**config.mk**
```make
export PLATFORM = sky130hd
export DESIGN_NAME = radix_number_to_ascii_core_flat
export DESIGN_NICKNAME = d
export VERILOG_FILES = /design/src/rtl/rnta_pkg.sv /design/src/rtl/rnta_in_if.sv /design/src/rtl/rnta_out_if.sv /design/src/rtl/rnta_ram.sv /design/src/rtl/rnta_divider.sv /design/src/rtl/radix_number_to_ascii_core.sv /design/src/flat_wrapper.sv
export SDC_FILE = /design/constraint.sdc
export NUM_CORES = 1
export LEC_CHECK = 0
export ABC_AREA = 1
export BUFFER_PORTS_ARGS = -buffer_cell sky130_fd_sc_hd__buf_4
export CORE_MARGIN = 3
export CORE_UTILIZATION = 40
export DETAILED_ROUTE_END_ITERATION = 12
export SLEW_MARGIN = 20
export SYNTH_ARGS = -nofsm -noshare
export SYNTH_HDL_FRONTEND = slang
export SYNTH_SLANG_ARGS = --single-unit
export TNS_END_PERCENT = 30
```
**constraint.sdc**
```tcl
create_clock -name clk -period 8.6 [get_ports clk]
set_clock_uncertainty 0.1 [all_clocks]
set_input_delay 0 -clock clk [delete_from_list [all_inputs] [get_ports clk]]
set_output_delay 0 -clock clk [all_outputs]
set_load 0.01 [all_outputs]
```
**src/rtl/rnta_pkg.sv**
```systemverilog
// package for the radix number to ascii block: field widths, character codes
// and the digit-to-character mapping; no dependencies
package rnta_pkg;

    // default sizes handed to the top level parameters
    localparam int DEF_MAX_PREC   = 32;
    localparam int DEF_VALUE_BITS = 32;

    // item field widths
    localparam int VALUE_W  = 32;
    localparam int RADIX_W  = 6;
    localparam int PREC_W   = 6;
    localparam int FLAGS_W  = 4;
    localparam int CHAR_W   = 7;
    localparam int COUNT_W  = 6;
    localparam int DIGIT_W  = 6;

    // format flag bit positions
    localparam int FLAG_ZERO_PAD  = 0;
    localparam int FLAG_LOWERCASE = 1;
    localparam int FLAG_SIGNED    = 2;
    localparam int FLAG_SHOW_PLUS = 3;

    // legal base range
    localparam logic [RADIX_W-1:0] RADIX_MIN = 6'd2;
    localparam logic [RADIX_W-1:0] RADIX_MAX = 6'd36;

    // ascii codes
    localparam logic [CHAR_W-1:0] CH_MINUS   = 7'h2D;
    localparam logic [CHAR_W-1:0] CH_PLUS    = 7'h2B;
    localparam logic [CHAR_W-1:0] CH_ZERO    = 7'h30;
    localparam logic [CHAR_W-1:0] CH_SPACE   = 7'h20;
    localparam logic [CHAR_W-1:0] CH_UPPER_A = 7'h41;
    localparam logic [CHAR_W-1:0] CH_LOWER_A = 7'h61;

    localparam logic [DIGIT_W-1:0] DIGIT_SET_SIZE = 6'd36;
    localparam logic [DIGIT_W-1:0] DECIMAL_DIGITS = 6'd10;

    // digit value to its character, 0-9 then letters in the chosen case
    function automatic logic [CHAR_W-1:0] digit_char(input logic [DIGIT_W-1:0] d,
                                                      input logic lower);
        logic [DIGIT_W-1:0] dm;
        logic [CHAR_W-1:0]  letter_base;
        dm = (d >= DIGIT_SET_SIZE) ? (d - DIGIT_SET_SIZE) : d;
        letter_base = lower ? CH_LOWER_A : CH_UPPER_A;
        if (dm < DECIMAL_DIGITS)
        begin
            digit_char = CH_ZERO + CHAR_W'(dm);
        end
        else
        begin
            digit_char = letter_base + CHAR_W'(dm - DECIMAL_DIGITS);
        end
    endfunction

endpackage

```
**src/rtl/rnta_in_if.sv**
```systemverilog
// number channel: valid/ready handshake carrying one number and its format
// depends on rnta_pkg for the field widths
interface rnta_in_if import rnta_pkg::*; ();

    logic               valid;
    logic               ready;
    logic [VALUE_W-1:0] value;
    logic [RADIX_W-1:0] radix;
    logic [PREC_W-1:0]  precision;
    logic [FLAGS_W-1:0] format_flags;

    modport source (output valid, output value, output radix, output precision,
                    output format_flags, input ready);
    modport sink   (input valid, input value, input radix, input precision,
                    input format_flags, output ready);

endinterface

```
**src/rtl/rnta_out_if.sv**
```systemverilog
// text channel: valid/ready handshake carrying one ascii character per item
// depends on rnta_pkg for the field widths
interface rnta_out_if import rnta_pkg::*; ();

    logic               valid;
    logic               ready;
    logic [CHAR_W-1:0]  out_char;
    logic               last_char;
    logic [COUNT_W-1:0] char_count;

    modport source (output valid, output out_char, output last_char,
                    output char_count, input ready);
    modport sink   (input valid, input out_char, input last_char,
                    input char_count, output ready);

endinterface

```
**src/rtl/rnta_ram.sv**
```systemverilog
// generic single write port, single read port ram with registered read data
// no dependencies
module rnta_ram #(
    parameter int WIDTH = 8,
    parameter int DEPTH = 32,
    localparam int ADDR_W = (DEPTH > 1) ? $clog2(DEPTH) : 1
) (
    input  logic              clk,
    input  logic              wr_en,
    input  logic [ADDR_W-1:0] wr_addr,
    input  logic [WIDTH-1:0]  wr_data,
    input  logic [ADDR_W-1:0] rd_addr,
    output logic [WIDTH-1:0]  rd_data
);

    logic [WIDTH-1:0] mem [DEPTH];
    logic [WIDTH-1:0] rd_data_reg;

    // write port and registered read port
    always_ff @(posedge clk)
    begin
        if (wr_en)
        begin
            mem[wr_addr] <= wr_data;
        end
        rd_data_reg <= mem[rd_addr];
    end

    assign rd_data = rd_data_reg;

endmodule

```
**src/rtl/rnta_divider.sv**
```systemverilog
// bit-serial restoring divider: one quotient bit per cycle, small base divisor
// depends on rnta_pkg for the base and digit widths
module rnta_divider import rnta_pkg::*; #(
    parameter int VALUE_BITS = DEF_VALUE_BITS
) (
    input  logic                  clk,
    input  logic                  rst_n,
    input  logic                  start,
    input  logic [VALUE_BITS-1:0] dividend,
    input  logic [RADIX_W-1:0]    base,
    output logic                  done,
    output logic [VALUE_BITS-1:0] quotient,
    output logic [DIGIT_W-1:0]    remainder
);

    localparam int STEP_W = (VALUE_BITS > 1) ? $clog2(VALUE_BITS) : 1;

    logic                  busy_reg;
    logic                  done_reg;
    logic [STEP_W-1:0]     step_reg;
    logic [VALUE_BITS-1:0] quot_reg;
    logic [DIGIT_W-1:0]    rem_reg;
    logic [RADIX_W-1:0]    base_reg;

    logic [DIGIT_W:0]      shifted;
    logic [DIGIT_W:0]      diff;
    logic                  fits;
    logic [DIGIT_W-1:0]    rem_step;

    // one restoring step: bring down the next dividend bit, subtract if it fits
    always_comb
    begin
        shifted  = {rem_reg, quot_reg[VALUE_BITS-1]};
        diff     = shifted - {1'b0, base_reg};
        fits     = (shifted >= {1'b0, base_reg});
        rem_step = fits ? diff[DIGIT_W-1:0] : shifted[DIGIT_W-1:0];
    end

    // step sequencing
    always_ff @(posedge clk or negedge rst_n)
    begin
        if (!rst_n)
        begin
            busy_reg <= 1'b0;
            done_reg <= 1'b0;
            step_reg <= '0;
            quot_reg <= '0;
            rem_reg  <= '0;
            base_reg <= RADIX_MIN;
        end
        else
        begin
            done_reg <= 1'b0;
            if (start)
            begin
                busy_reg <= 1'b1;
                step_reg <= '0;
                quot_reg <= dividend;
                rem_reg  <= '0;
                base_reg <= base;
            end
            else if (busy_reg)
            begin
                quot_reg <= {quot_reg[VALUE_BITS-2:0], fits};
                rem_reg  <= rem_step;
                step_reg <= step_reg + 1'b1;
                if (step_reg == STEP_W'(VALUE_BITS - 1))
                begin
                    busy_reg <= 1'b0;
                    done_reg <= 1'b1;
                end
            end
        end
    end

    assign done      = done_reg;
    assign quotient  = quot_reg;
    assign remainder = rem_reg;

endmodule

```
**src/rtl/radix_number_to_ascii_core.sv**
```systemverilog
// top level of the radix number to ascii block: control sequencer and text output
// depends on rnta_pkg, rnta_in_if, rnta_out_if, rnta_ram and rnta_divider

// Converts one number per input item into its ASCII text in base 2 to 36,
// sent as one output item per character, most significant first, with
// last_char and char_count marking the final character. The block takes one
// number at a time: num.ready is high only while it is idle. Digits come from
// the bit-serial divider, one division per digit, each digit written to the
// digit ram. Emission then passes through the sign step whether or not a sign
// is sent, a step per pad character plus one to leave padding, and a read
// step and an output step per digit, since each digit is read back from the
// digit ram; the text sink may stall any output step. The next number is
// accepted as soon as the last character has been loaded into the output
// register.
module radix_number_to_ascii_core import rnta_pkg::*; #(
    parameter int MAX_PREC   = DEF_MAX_PREC,
    parameter int VALUE_BITS = DEF_VALUE_BITS
) (
    input logic        clk,
    input logic        rst_n,
    rnta_in_if.sink    num,
    rnta_out_if.source text
);

    localparam int DIGIT_DEPTH = (VALUE_BITS > MAX_PREC) ? VALUE_BITS : MAX_PREC;
    localparam int IDX_W       = $clog2(DIGIT_DEPTH);
    localparam int CNT_W       = $clog2(DIGIT_DEPTH + 1);
    localparam int TOT_W       = $clog2(DIGIT_DEPTH + 2);
    localparam int PCMP_W      = 7;

    typedef enum logic [2:0] {
        S_IDLE,
        S_DIV,
        S_SIGN,
        S_PAD,
        S_RD,
        S_DIG
    } state_t;

    state_t                state_reg,    state_next;
    logic                  start_reg,    start_next;
    logic [VALUE_BITS-1:0] dividend_reg, dividend_next;
    logic [RADIX_W-1:0]    radix_reg,    radix_next;
    logic [CNT_W-1:0]      prec_reg,     prec_next;
    logic [CNT_W-1:0]      ndig_reg,     ndig_next;
    logic [CNT_W-1:0]      pad_reg,      pad_next;
    logic [TOT_W-1:0]      total_reg,    total_next;
    logic                  sign_reg,     sign_next;
    logic [CHAR_W-1:0]     sign_char_reg, sign_char_next;
    logic                  zero_pad_reg, zero_pad_next;
    logic                  lower_reg,    lower_next;
    logic                  valid_reg,    valid_next;
    logic [CHAR_W-1:0]     char_reg,     char_next;
    logic                  last_reg,     last_next;
    logic [COUNT_W-1:0]    count_reg,    count_next;

    logic                  div_done;
    logic [VALUE_BITS-1:0] div_quotient;
    logic [DIGIT_W-1:0]    div_remainder;

    logic                  wr_en;
    logic [IDX_W-1:0]      wr_addr;
    logic [CNT_W-1:0]      rd_pos;
    logic [DIGIT_W-1:0]    rd_data;

    logic                  slot_free;
    logic [VALUE_BITS-1:0] raw_value;
    logic                  is_neg;
    logic [CNT_W-1:0]      ndig_inc;
    logic [CNT_W-1:0]      field_len;

    // digit divider
    rnta_divider #(
        .VALUE_BITS (VALUE_BITS)
    ) u_divider (
        .clk       (clk),
        .rst_n     (rst_n),
        .start     (start_reg),
        .dividend  (dividend_reg),
        .base      (radix_reg),
        .done      (div_done),
        .quotient  (div_quotient),
        .remainder (div_remainder)
    );

    // digit store, least significant digit at the lowest address
    rnta_ram #(
        .WIDTH (DIGIT_W),
        .DEPTH (DIGIT_DEPTH)
    ) u_digit_ram (
        .clk     (clk),
        .wr_en   (wr_en),
        .wr_addr (wr_addr),
        .wr_data (div_remainder),
        .rd_addr (rd_pos[IDX_W-1:0]),
        .rd_data (rd_data)
    );

    assign wr_en   = (state_reg == S_DIV) && div_done;
    assign wr_addr = ndig_reg[IDX_W-1:0];
    assign rd_pos  = ndig_reg - 1'b1;

    // output register may take a new item when empty or being drained
    assign slot_free = !valid_reg || text.ready;

    // next-state and datapath control
    always_comb
    begin
        state_next     = state_reg;
        start_next     = 1'b0;
        dividend_next  = dividend_reg;
        radix_next     = radix_reg;
        prec_next      = prec_reg;
        ndig_next      = ndig_reg;
        pad_next       = pad_reg;
        total_next     = total_reg;
        sign_next      = sign_reg;
        sign_char_next = sign_char_reg;
        zero_pad_next  = zero_pad_reg;
        lower_next     = lower_reg;
        valid_next     = valid_reg && !text.ready;
        char_next      = char_reg;
        last_next      = last_reg;
        count_next     = count_reg;

        raw_value = VALUE_BITS'(num.value);
        is_neg    = num.format_flags[FLAG_SIGNED] && raw_value[VALUE_BITS-1];
        ndig_inc  = ndig_reg + 1'b1;
        field_len = (prec_reg > ndig_inc) ? prec_reg : ndig_inc;

        case (state_reg)
            S_IDLE:
            begin
                if (num.valid)
                begin
                    // clamp the base and precision, take the magnitude
                    if (num.radix < RADIX_MIN)
                    begin
                        radix_next = RADIX_MIN;
                    end
                    else if (num.radix > RADIX_MAX)
                    begin
                        radix_next = RADIX_MAX;
                    end
                    else
                    begin
                        radix_next = num.radix;
                    end
                    if (PCMP_W'(num.precision) > PCMP_W'(MAX_PREC))
                    begin
                        prec_next = CNT_W'(MAX_PREC);
                    end
                    else
                    begin
                        prec_next = CNT_W'(num.precision);
                    end
                    dividend_next  = is_neg ? (VALUE_BITS'(0) - raw_value) : raw_value;
                    sign_next      = is_neg || num.format_flags[FLAG_SHOW_PLUS];
                    sign_char_next = is_neg ? CH_MINUS : CH_PLUS;
                    zero_pad_next  = num.format_flags[FLAG_ZERO_PAD];
                    lower_next     = num.format_flags[FLAG_LOWERCASE];
                    ndig_next      = '0;
                    start_next     = 1'b1;
                    state_next     = S_DIV;
                end
            end

            S_DIV:
            begin
                if (div_done)
                begin
                    ndig_next = ndig_inc;
                    if ((div_quotient != '0) && (ndig_inc < CNT_W'(DIGIT_DEPTH)))
                    begin
                        dividend_next = div_quotient;
                        start_next    = 1'b1;
                    end
                    else
                    begin
                        pad_next   = (prec_reg > ndig_inc) ? (prec_reg - ndig_inc) : '0;
                        total_next = TOT_W'(field_len) + TOT_W'(sign_reg);
                        state_next = S_SIGN;
                    end
                end
            end

            S_SIGN:
            begin
                if (!sign_reg)
                begin
                    state_next = S_PAD;
                end
                else if (slot_free)
                begin
                    valid_next = 1'b1;
                    char_next  = sign_char_reg;
                    last_next  = 1'b0;
                    count_next = '0;
                    state_next = S_PAD;
                end
            end

            S_PAD:
            begin
                if (pad_reg == '0)
                begin
                    state_next = S_RD;
                end
                else if (slot_free)
                begin
                    valid_next = 1'b1;
                    char_next  = zero_pad_reg ? CH_ZERO : CH_SPACE;
                    last_next  = 1'b0;
                    count_next = '0;
                    pad_next   = pad_reg - 1'b1;
                end
            end

            // wait for the registered ram read of the next digit
            S_RD:
            begin
                state_next = S_DIG;
            end

            S_DIG:
            begin
                if (slot_free)
                begin
                    valid_next = 1'b1;
                    char_next  = digit_char(rd_data, lower_reg);
                    ndig_next  = ndig_reg - 1'b1;
                    if (ndig_reg == CNT_W'(1))
                    begin
                        last_next  = 1'b1;
                        count_next = COUNT_W'(total_reg);
                        state_next = S_IDLE;
                    end
                    else
                    begin
                        last_next  = 1'b0;
                        count_next = '0;
                        state_next = S_RD;
                    end
                end
            end

            default:
            begin
                state_next = S_IDLE;
            end
        endcase
    end

    // state and registered outputs
    always_ff @(posedge clk or negedge rst_n)
    begin
        if (!rst_n)
        begin
            state_reg     <= S_IDLE;
            start_reg     <= 1'b0;
            dividend_reg  <= '0;
            radix_reg     <= RADIX_MIN;
            prec_reg      <= '0;
            ndig_reg      <= '0;
            pad_reg       <= '0;
            total_reg     <= '0;
            sign_reg      <= 1'b0;
            sign_char_reg <= CH_PLUS;
            zero_pad_reg  <= 1'b0;
            lower_reg     <= 1'b0;
            valid_reg     <= 1'b0;
            char_reg      <= '0;
            last_reg      <= 1'b0;
            count_reg     <= '0;
        end
        else
        begin
            state_reg     <= state_next;
            start_reg     <= start_next;
            dividend_reg  <= dividend_next;
            radix_reg     <= radix_next;
            prec_reg      <= prec_next;
            ndig_reg      <= ndig_next;
            pad_reg       <= pad_next;
            total_reg     <= total_next;
            sign_reg      <= sign_next;
            sign_char_reg <= sign_char_next;
            zero_pad_reg  <= zero_pad_next;
            lower_reg     <= lower_next;
            valid_reg     <= valid_next;
            char_reg      <= char_next;
            last_reg      <= last_next;
            count_reg     <= count_next;
        end
    end

    // channel drive
    assign num.ready       = (state_reg == S_IDLE);
    assign text.valid      = valid_reg;
    assign text.out_char   = char_reg;
    assign text.last_char  = last_reg;
    assign text.char_count = count_reg;

endmodule
```
**src/flat_wrapper.sv**
```systemverilog
// flat-port wrapper written by rule: the top's interface ports become plain ports
module radix_number_to_ascii_core_flat import rnta_pkg::*;
#(
    parameter int MAX_PREC   = DEF_MAX_PREC,
    parameter int VALUE_BITS = DEF_VALUE_BITS
)
  (clk, rst_n, num_valid, num_value, num_radix, num_precision, num_format_flags, num_ready, text_valid, text_out_char, text_last_char, text_char_count, text_ready);
  rnta_in_if num_i ();
  rnta_out_if text_i ();
  input logic clk;
  input logic rst_n;
  input wire logic [$bits(num_i.valid)-1:0] num_valid;
  input wire logic [$bits(num_i.value)-1:0] num_value;
  input wire logic [$bits(num_i.radix)-1:0] num_radix;
  input wire logic [$bits(num_i.precision)-1:0] num_precision;
  input wire logic [$bits(num_i.format_flags)-1:0] num_format_flags;
  output wire logic [$bits(num_i.ready)-1:0] num_ready;
  output wire logic [$bits(text_i.valid)-1:0] text_valid;
  output wire logic [$bits(text_i.out_char)-1:0] text_out_char;
  output wire logic [$bits(text_i.last_char)-1:0] text_last_char;
  output wire logic [$bits(text_i.char_count)-1:0] text_char_count;
  input wire logic [$bits(text_i.ready)-1:0] text_ready;
  assign num_i.valid = num_valid;
  assign num_i.value = num_value;
  assign num_i.radix = num_radix;
  assign num_i.precision = num_precision;
  assign num_i.format_flags = num_format_flags;
  assign num_ready = num_i.ready;
  assign text_valid = text_i.valid;
  assign text_out_char = text_i.out_char;
  assign text_last_char = text_i.last_char;
  assign text_char_count = text_i.char_count;
  assign text_i.ready = text_ready;
  radix_number_to_ascii_core #(.MAX_PREC(MAX_PREC), .VALUE_BITS(VALUE_BITS)) u_core (.clk(clk), .rst_n(rst_n), .num(num_i), .text(text_i));
endmodule
```
-- Word-level counts from Yosys, hierarchy flattened
Memory sizes are Yosys's and may differ from the RTL's. A register that Yosys moved wholly into a read port is not among the register bits.
Cells that the tools add are included.
- add/subtract/negate cells: 12
- $mul: 0
- divide/modulo/power cells: 0
- magnitude comparators: 8
- equal/unequal tests: 18
- shifts and indexed selects: 0
- muxes and demuxes: 74
- bitwise operators: 1
- reductions and logical operators: 24
- operators with widths (cell ; count):
    $mux W32 ; 6
    $mux W6 ; 22
    $pmux W32 S2 ; 1
    $mux W7 ; 6
    $pmux W6 S3 ; 2
    $reduce_bool A32 Y1 ; 1
    $sub A1 B32 Y32 const A ; 1
    $mux W3 ; 9
    $pmux W7 S3 ; 1
    $mux W1 ; 19
    $pmux W3 S6 ; 1
    $mux W5 ; 3
    $gt A6 B6 Y1 const B ; 2
    $pmux W6 S2 ; 1
    $reduce_and A4 Y1 ; 3
    $reduce_and A6 Y1 ; 2
    $sub A6 B1 Y6 const B ; 2
    $sub A6 B6 Y6 ; 2
    $ne A2 B1 Y1 const B ; 5
    $ne A2 B2 Y1 const B ; 5
    $add A6 B6 Y7 const A ; 1
    $add A7 B7 Y7 ; 1
    $ge A7 B6 Y1 ; 1
    $sub A6 B4 Y7 const B ; 1
    other kinds (28) ; 39
- register bits: 142
- latch bits: 0
- RAM bits: 192
- bits in read-only memories: 0
- bits of input ports: 52
- memories kept: 1
- memory list (name ; words ; width ; rd ports ; clocked after memory_dff ; write ports ; line ; RTL):
    u_core.u_digit_ram.mem ; 32 ; 6 ; 1 ; 1 ; 1 ; rnta_ram.sv:16 ; logic [WIDTH-1:0] mem [DEPTH];

-- Longest topological paths before layout
Gate-level depths: netlist of run 1.
- depth after elaboration: 7
- gate-level depth with buffers: 21

-- Cells and area by module
Synthesis of run 1 repeated with hierarchy kept, for this count alone.
- cells, all modules: 1851
- area, all modules: 16742.3 um^2
- by module, submodules not included (module ; times used ; cells an instance ; area an instance (um^2)):
    rnta_ram ; 1 ; 704 ; 8077.7
    radix_number_to_ascii_core ; 1 ; 855 ; 6095.8
    rnta_divider ; 1 ; 292 ; 2568.7

-- Worst setup path after synthesis of run 1
OpenSTA, ideal clock, no wires.
- kind: register to register
- start point: reg u_core.ndig_reg[0]
- end point: reg u_core.total_reg[4]
- arrival: 3157 ps
- data required time: 8383 ps
- slack: 5225 ps
- cell stages (with the launch flop): 19
- clock period less this slack: 3375 ps
- path through: dfrtp_1 -> buf_4 -> inv_1 -> buf_2 -> clkbuf_1 -> ha_1 -> inv_1 -> clkbuf_1 -> ha_1 -> nand4_4 -> nand2_8 -> nand2_1 -> o21ai_0 -> ha_1 -> ha_1 -> nand3_1 -> nand2_1 -> nand3_1 -> nand2_1
- longest elaborated chain between the ends: 5
- elaborated cells on any way between the ends: 8
- RTL lines (what ; line ; RTL):
    start, declared ; radix_number_to_ascii_core.sv:45 ; logic [CNT_W-1:0] ndig_reg, ndig_next;
    start signal, assigned ; radix_number_to_ascii_core.sv:283 ; ndig_reg <= ndig_next;
    $add A6 B1 Y6 (*) ; radix_number_to_ascii_core.sv:128 ; ndig_inc = ndig_reg + 1'b1;
    parallel branches: the longest is 4 deep, another holds $gt A6 B6 Y1 ; -- ;
    end signal, assigned ; radix_number_to_ascii_core.sv:285 ; total_reg <= total_next;
    end, declared ; radix_number_to_ascii_core.sv:47 ; logic [TOT_W-1:0] total_reg, total_next;
Mark *: on every way between the ends.
A chain may end at the register's enable or synchronous reset.

-- Worst setup path in the final report of run 1
Ends and elaborated chain as after synthesis.

==> results of run 1 <==
synth_stat cells (3+ instances only):
cell type  instances
nor2_1           233
edfxtp_1         192
o21ai_1           16
nor2_4             7
nand3_2            5
dfxtp_1            6
nand3_1           59
nand2_1          212
buf_4              6
clkbuf_1          51
xor2_1            15
buf_2             15
o21ai_0          181
nor2_2             6
nand2_4            5
nor4_1             3
nor3_1            10
o22ai_1           65
a31oi_1           48
dfrtp_1          134
or2_2              4
o221ai_1          19
a2bb2oi_1          3
inv_2              9
nand2_2            8
inv_1            153
a21oi_1           68
dfstp_2            3
buf_1              8
xnor2_1            8
o211ai_1          25
nand4_1           19
a21o_1             3
ha_1              31
cell families (layout without fill, tap and decap cells):
family	Yosys count	after routing	share of synthesized area, %
DFF	335	335	57.6
buffers and inverters	244	407	6.00
xor gates and xnor gates	24	24	1.42
AOI/OAI and AO/OA	445	445	16.0
and+or+nand+nor	584	584	16.3
adders and majority gates	33	33	2.65
layout make-up:
class	instances	area, µm²
Inverter	163	617
Clock buffer	55	1090
Clock inverter	12	131
Sequential cell	335	9320
Tap cell	525	657
Timing Repair Buffer	177	1590
Fill cell	3654	20500
Multi-Input combinational cell	1086	5890
through the flow:
stage          hold slack (ps)  cell area (µm²)  setup WS, ps
2_1_floorplan             -396            16200          5230
3_3_place_gp             -4.44            17100          4280
3_5_place_dp             -4.52            17100          4220
4_1_cts                    114            19300          4230
5_1_grt                    190            19300          3800
6_report                   145            19300          4200
worst min-delay path by stage:
| stage | start | endpoint |
|---|---|---|
| final | num_radix[5] | u_core.radix_reg[5] |
| after CTS | num_radix[5] | u_core.radix_reg[5] |
| after global placement | rst_n | u_core.pad_reg[2] |
| after global routing | num_radix[5] | u_core.radix_reg[5] |
| after detailed placement | rst_n | u_core.pad_reg[2] |
| after floorplan | rst_n | u_core.dividend_reg[0] |
report_power, final:
part / leakage [nW] / switching [mW] / internal (mW) / total (mW)
Clock: 0.603 / 0.644 / 0.945 / 1.59
Sequential: 3.40 / 0.232 / 2.14 / 2.38
Combinational: 3.70 / 2.31 / 1.17 / 3.48
Total: 7.70 / 3.19 / 4.26 / 7.45
per-layer routing:
metal,GRT usage (%),wire [µm]
met1,26.3,19100
met4,7.02,1280
met2,31.1,19800
met3,2.88,1790
met5,0,0
what timing repair did:
item / in CTS / in global routing
setup buffers: 0 / 0
hold buffers: 94 / 0
endpoints found under the hold margin: 134 / 0
worst reg2reg max path, stage by stage (launching register included):
cell     delay (ps)
dfrtp_2         340
buf_4           720
inv_2           520
ha_1            490
buf_4           460
inv_1           130
ha_1            360
nand4_4         170
nand2_8         150
nand2_1          50
o21ai_0         100
ha_1            240
ha_1            230
nand4_1         100
nand3_1          90
nand2_1          50
==> results.toml, run 1 <==
[clock_tree]
clk_latency_ps = 540
cts_resized = 0
cts_sinks = 335
numCtsBuffers = 37
clk_pin_slew_ps = 60
cts_root_buf = "clkbuf_16"
cts_tree = "yes"
clockBufferDepth = 3
htree_levels = 2

[logic_synthesis]
synthCells = 1665
synth-edff-count = 192
syn_avg_cell_area_um2 = 9.71
ys_seq_area_share_pct = 57.6
ys.flop_type = "edfxtp_1"
synth_nets = 1750
synth_cell_types = 56
syn_area_um2 = 16200
synthArstFlopShare_pct = 40.9
ys_ff_latch = 335
synth.top_cells.by_area = "edfxtp_1, dfrtp_1, o21ai_0, nor2_1, nand2_1"
synth_top_area_cell = "edfxtp_1"
synth_top_area_share_pct = 35.7
yosysWarnings = 0

[place]
gp_congestion = 0.848
dp_cells = 2192
port_buffers = 67
dp_hpwl_um = 26900

[timing]
tns_ps = 0
slew_viol_final = 0
rsz0062_at_grt = "false"
fmax_mhz = 227
slew_headroom_pct = 29.2
finalCriticalPeriod_ps = 4400
fin_crit_sh_pct = 51.2
setup_violations = 0
worstMarginPinSlew_ps = 1060
hold_viol = 0

[die]
die_w_um = 207
die_h_um = 207
fp.dieArea_um2 = 42900
start_util_pct = 40.6
rows = 73
ioPinCount = 68
core_area_um2 = 39800

[drt]
first_pass_iters = 5
avgRoutedWirePerCell_um = 17.8
initialDrtViolationCount = 1042
drc_errors = 0
drt-total-wl_um = 42000
ant_nets = 0
num_vias = 12600
viasPerCell = 5.37

[power_and_ir_drop]
ir_drop_mv = 0.182
powerDensity_nw_per_um2 = 386
finalPower_mw = 7.45
power.leakage_nw = 7.70

[final_layout]
layout-area-overhead-vs-synth_pct = 19.3
antenna_cells = 0
fin_util_pct = 48.4
fin_nets = 1885
largest_register_ffs = 192
drive_gt1_share_pct = 11.4
instances_no_fill = 2353
layout_common_cells = "nor2_1, nand2_1, edfxtp_1"
final_common_cell = "nor2_1"

[worst_setup_path]
critPathMaxStageDelay_ps = 720
critPathCapture = "u_core.total_reg[4]"
worstPathCellList = "buf_4, inv_2, ha_1, buf_4, inv_1, ha_1, nand4_4, nand2_8, nand2_1, o21ai_0, ha_1, ha_1, nand4_1, nand3_1, nand2_1"
worst-path-stages = 15
critPathMaxFanout = 101
worstReg2RegEnd = "u_core.total_reg[4]"
cp.arrival_ps = 4730
cp_top_family = "buffers and inverters"
critPathRequiredTime_ps = 8930
timing.rr.start = "u_core.ndig_reg[0]"
start_kind = "register"
reg2reg_depth = 15
worstSetupPathType = "reg -> reg"
cp_slowest_cell = "buf_4"
ff2ff_setup_slack_ps = 4200
critPathBufInv = 4
crit_top_cell = "ha_1"
worstSetupEndpointType = "register"
crit_start = "u_core.ndig_reg[0]"

[grt]
track_usage_pct = 19.2
grt_max_degree = 102
first_global_vias = 12300
grt_pass1_wl_um = 67100
antenna_found_initial = 0
grt-ovfl-total = 0

[worst_hold_path]
min_delay_path_depth = 4
hold_path_class = "in -> reg"

[flow_run]
drv_cap = 0

[status]
status = "finished, final reports clean"
No activity file was read; power rests on OpenSTA's default activity.
==> run 2: changes to the inputs <==
==> constraint.sdc (replaced) <==
create_clock -name clk -period 3.75 [get_ports clk]
set_clock_uncertainty 0.1 [all_clocks]
set_input_delay 0 -clock clk [delete_from_list [all_inputs] [get_ports clk]]
set_output_delay 0 -clock clk [all_outputs]
set_load 0.01 [all_outputs]
==> run 2 against run 1 <==
Net effect:
- sequential share of layout area fell by 0.26 points
- register-to-register slack lost 3900 ps
- clock power up 130%
- critical path depth down 4
- count of clock-buffer cells in the layout is 8 lower
- critical path type unchanged
- hold slack gained 7.0 ps
- largest cell class unchanged
- worst setup slack worse by 3900 ps
- power is 130% higher
- combinational power is 130% higher
- non-clock buffer count rose by 14
- critical endpoint is now u_core.prec_reg[1]
- global-route usage rose by 0.25 points
==> results.toml, run 2 (same netlist as run 1, synthesis figures left out) <==
[drt]
avgRoutedWirePerCell_um = 17.6
ant_nets = 0
drc_errors = 0
viasPerCell = 5.35
initialDrtViolationCount = 1028
drt-total-wl_um = 41800
first_pass_iters = 5
num_vias = 12700

[place]
place_ws_ps = 527
dp_cells = 2203
dpl_cell_area_um2 = 17200
gp_congestion = 0.867
dp_hpwl_um = 26700
port_buffers = 67

[final_layout]
layout_common_cells = "nor2_1, nand2_1, edfxtp_1"
fin_nets = 1899
fin_util_pct = 48.7
layout-area-overhead-vs-synth_pct = 20.0
final_area_um2 = 19400
antenna_cells = 0
largest_register_ffs = 192
fillerInstances = 3667
final_common_cell = "nor2_1"
instances_no_fill = 2368
drive_gt1_share_pct = 11.9

[timing]
slew_headroom_pct = 29.4
setup_violations = 0
slew_viol_final = 0
fin_crit_sh_pct = 90.9
tns_ps = 0
hold_slack_ps = 152
setup_slack_ps = 342
worstMarginPinSlew_ps = 1060
hold_viol = 0
fmax_mhz = 293
finalCriticalPeriod_ps = 3410
rsz0062_at_grt = "false"

[grt]
busiest_layer = "met2"
first_global_vias = 12700
grt-ovfl-total = 0
grt_pass1_wl_um = 68100
track_usage_pct = 19.4
grtUsageMet3_pct = 3.20
grt_max_degree = 108
grt_use_met1_pct = 26.2
antenna_found_initial = 0
use_met2_pct = 32.5

[die]
ioPinCount = 68
fp.dieArea_um2 = 42900
rows = 73
start_util_pct = 40.6
die_w_um = 207
core_area_um2 = 39800
die_h_um = 207

[worst_setup_path]
cp.arrival_ps = 3800
critPathRequiredTime_ps = 4140
reg2reg_depth = 11
critPathMaxFanout = 12
start_kind = "register"
worstReg2RegEnd = "u_core.prec_reg[1]"
ff2ff_setup_slack_ps = 340
timing.rr.start = "u_core.state_reg[1]"
worstSetupPathType = "reg -> reg"
crit_top_cell = "inv_1"
critPathMaxStageDelay_ps = 590
worstPathCellList = "nor2_1, inv_1, nor2_2, inv_1, nor2_2, inv_1, nor2_1, nand2_1, dlygate4sd3_1, o21ai_0, dlygate4sd3_1"
cp_slowest_cell = "dlygate4sd3_1"
worstSetupEndpointType = "register"

[clock_tree]
cts_root_buf = "clkbuf_16"
numCtsBuffers = 37
clk_latency_ps = 550
cts_sinks = 335
cts_tree = "yes"
clockBufferDepth = 3
htree_levels = 2
clk_pin_slew_ps = 60
cts_setup_buffers = 0

[status]
status = "finished, final reports clean"

[worst_hold_path]
hp-start = "num_format_flags[3]"
hold_path_class = "in -> reg"
min_to = "u_core.sign_reg"
min_delay_path_depth = 4

[power_and_ir_drop]
finalPower_mw = 17.2
power.leakage_nw = 7.75
powerDensity_nw_per_um2 = 886
ir_drop_mv = 0.638

[flow_run]
drv_cap = 0
==> run 2: cell count changes in the layout (fill, tap and decap cells not counted), moves of 2 or more <==
cell / previous run / this run
clkbuf_8: 8 / 2
buf_4: 82 / 93
clkinv_2: 6 / 10
bufinv_16: 2 / 4
inv_6: 1 / 4
dlygate4sd3_1: 93 / 96
==> run 2: critical path, delay by kind of cell, from the launching register on <==
family | cells | cell delay, ps
AO/OA/AOI/OAI | 1 | 90
buffers and inverters | 5 | 1620
flip-flops | 1 | 460
AND/OR/NAND/NOR | 5 | 1090
==> run 2: layout make-up <==
| cell class | instances | area [µm²] | share of cell area (%) |
|---|---|---|---|
| clock buffers | 47 | 983 | 5.07 |
| clock inverters | 21 | 240 | 1.24 |
| inverters | 163 | 617 | 3.18 |
| multi-input cells | 1086 | 5880 | 30.3 |
| flip-flops and latches | 335 | 9320 | 48.1 |
| well taps | 525 | 657 | 3.39 |
| repair buffers | 191 | 1700 | 8.76 |
==> run 2: where the power goes <==
group          switching (mW)  internal [mW]
Sequential              0.485           4.92
Clock                    1.52           2.16
Combinational            5.35           2.75
==> run 2: how the worst max path moves through the flow <==
stage                     cells past startpoint                  end                 from  slack (ps)
after global placement                       18  u_core.total_reg[4]   u_core.ndig_reg[3]         680
after global routing                         11   u_core.prec_reg[1]  u_core.state_reg[1]         140
after detailed placement                     15  u_core.total_reg[2]   u_core.ndig_reg[3]         530
after CTS                                    11   u_core.prec_reg[2]  u_core.state_reg[1]         390
final                                        11   u_core.prec_reg[1]  u_core.state_reg[1]         340
after floorplan                              18  u_core.total_reg[4]   u_core.ndig_reg[0]         380
==> run 2: layer usage <==
layer / up-vias / routed length [µm]
met5: - / 0
met3: 81 / 1840
met2: 313 / 20300
met1: 6165 / 18600
li1: 6111 / -
met4: 0 / 1070
==> run 2: repair_timing <==
item,CTS,global route
hold endpoints to repair,163,24
resized for setup,0,0
hold buffers,95,1
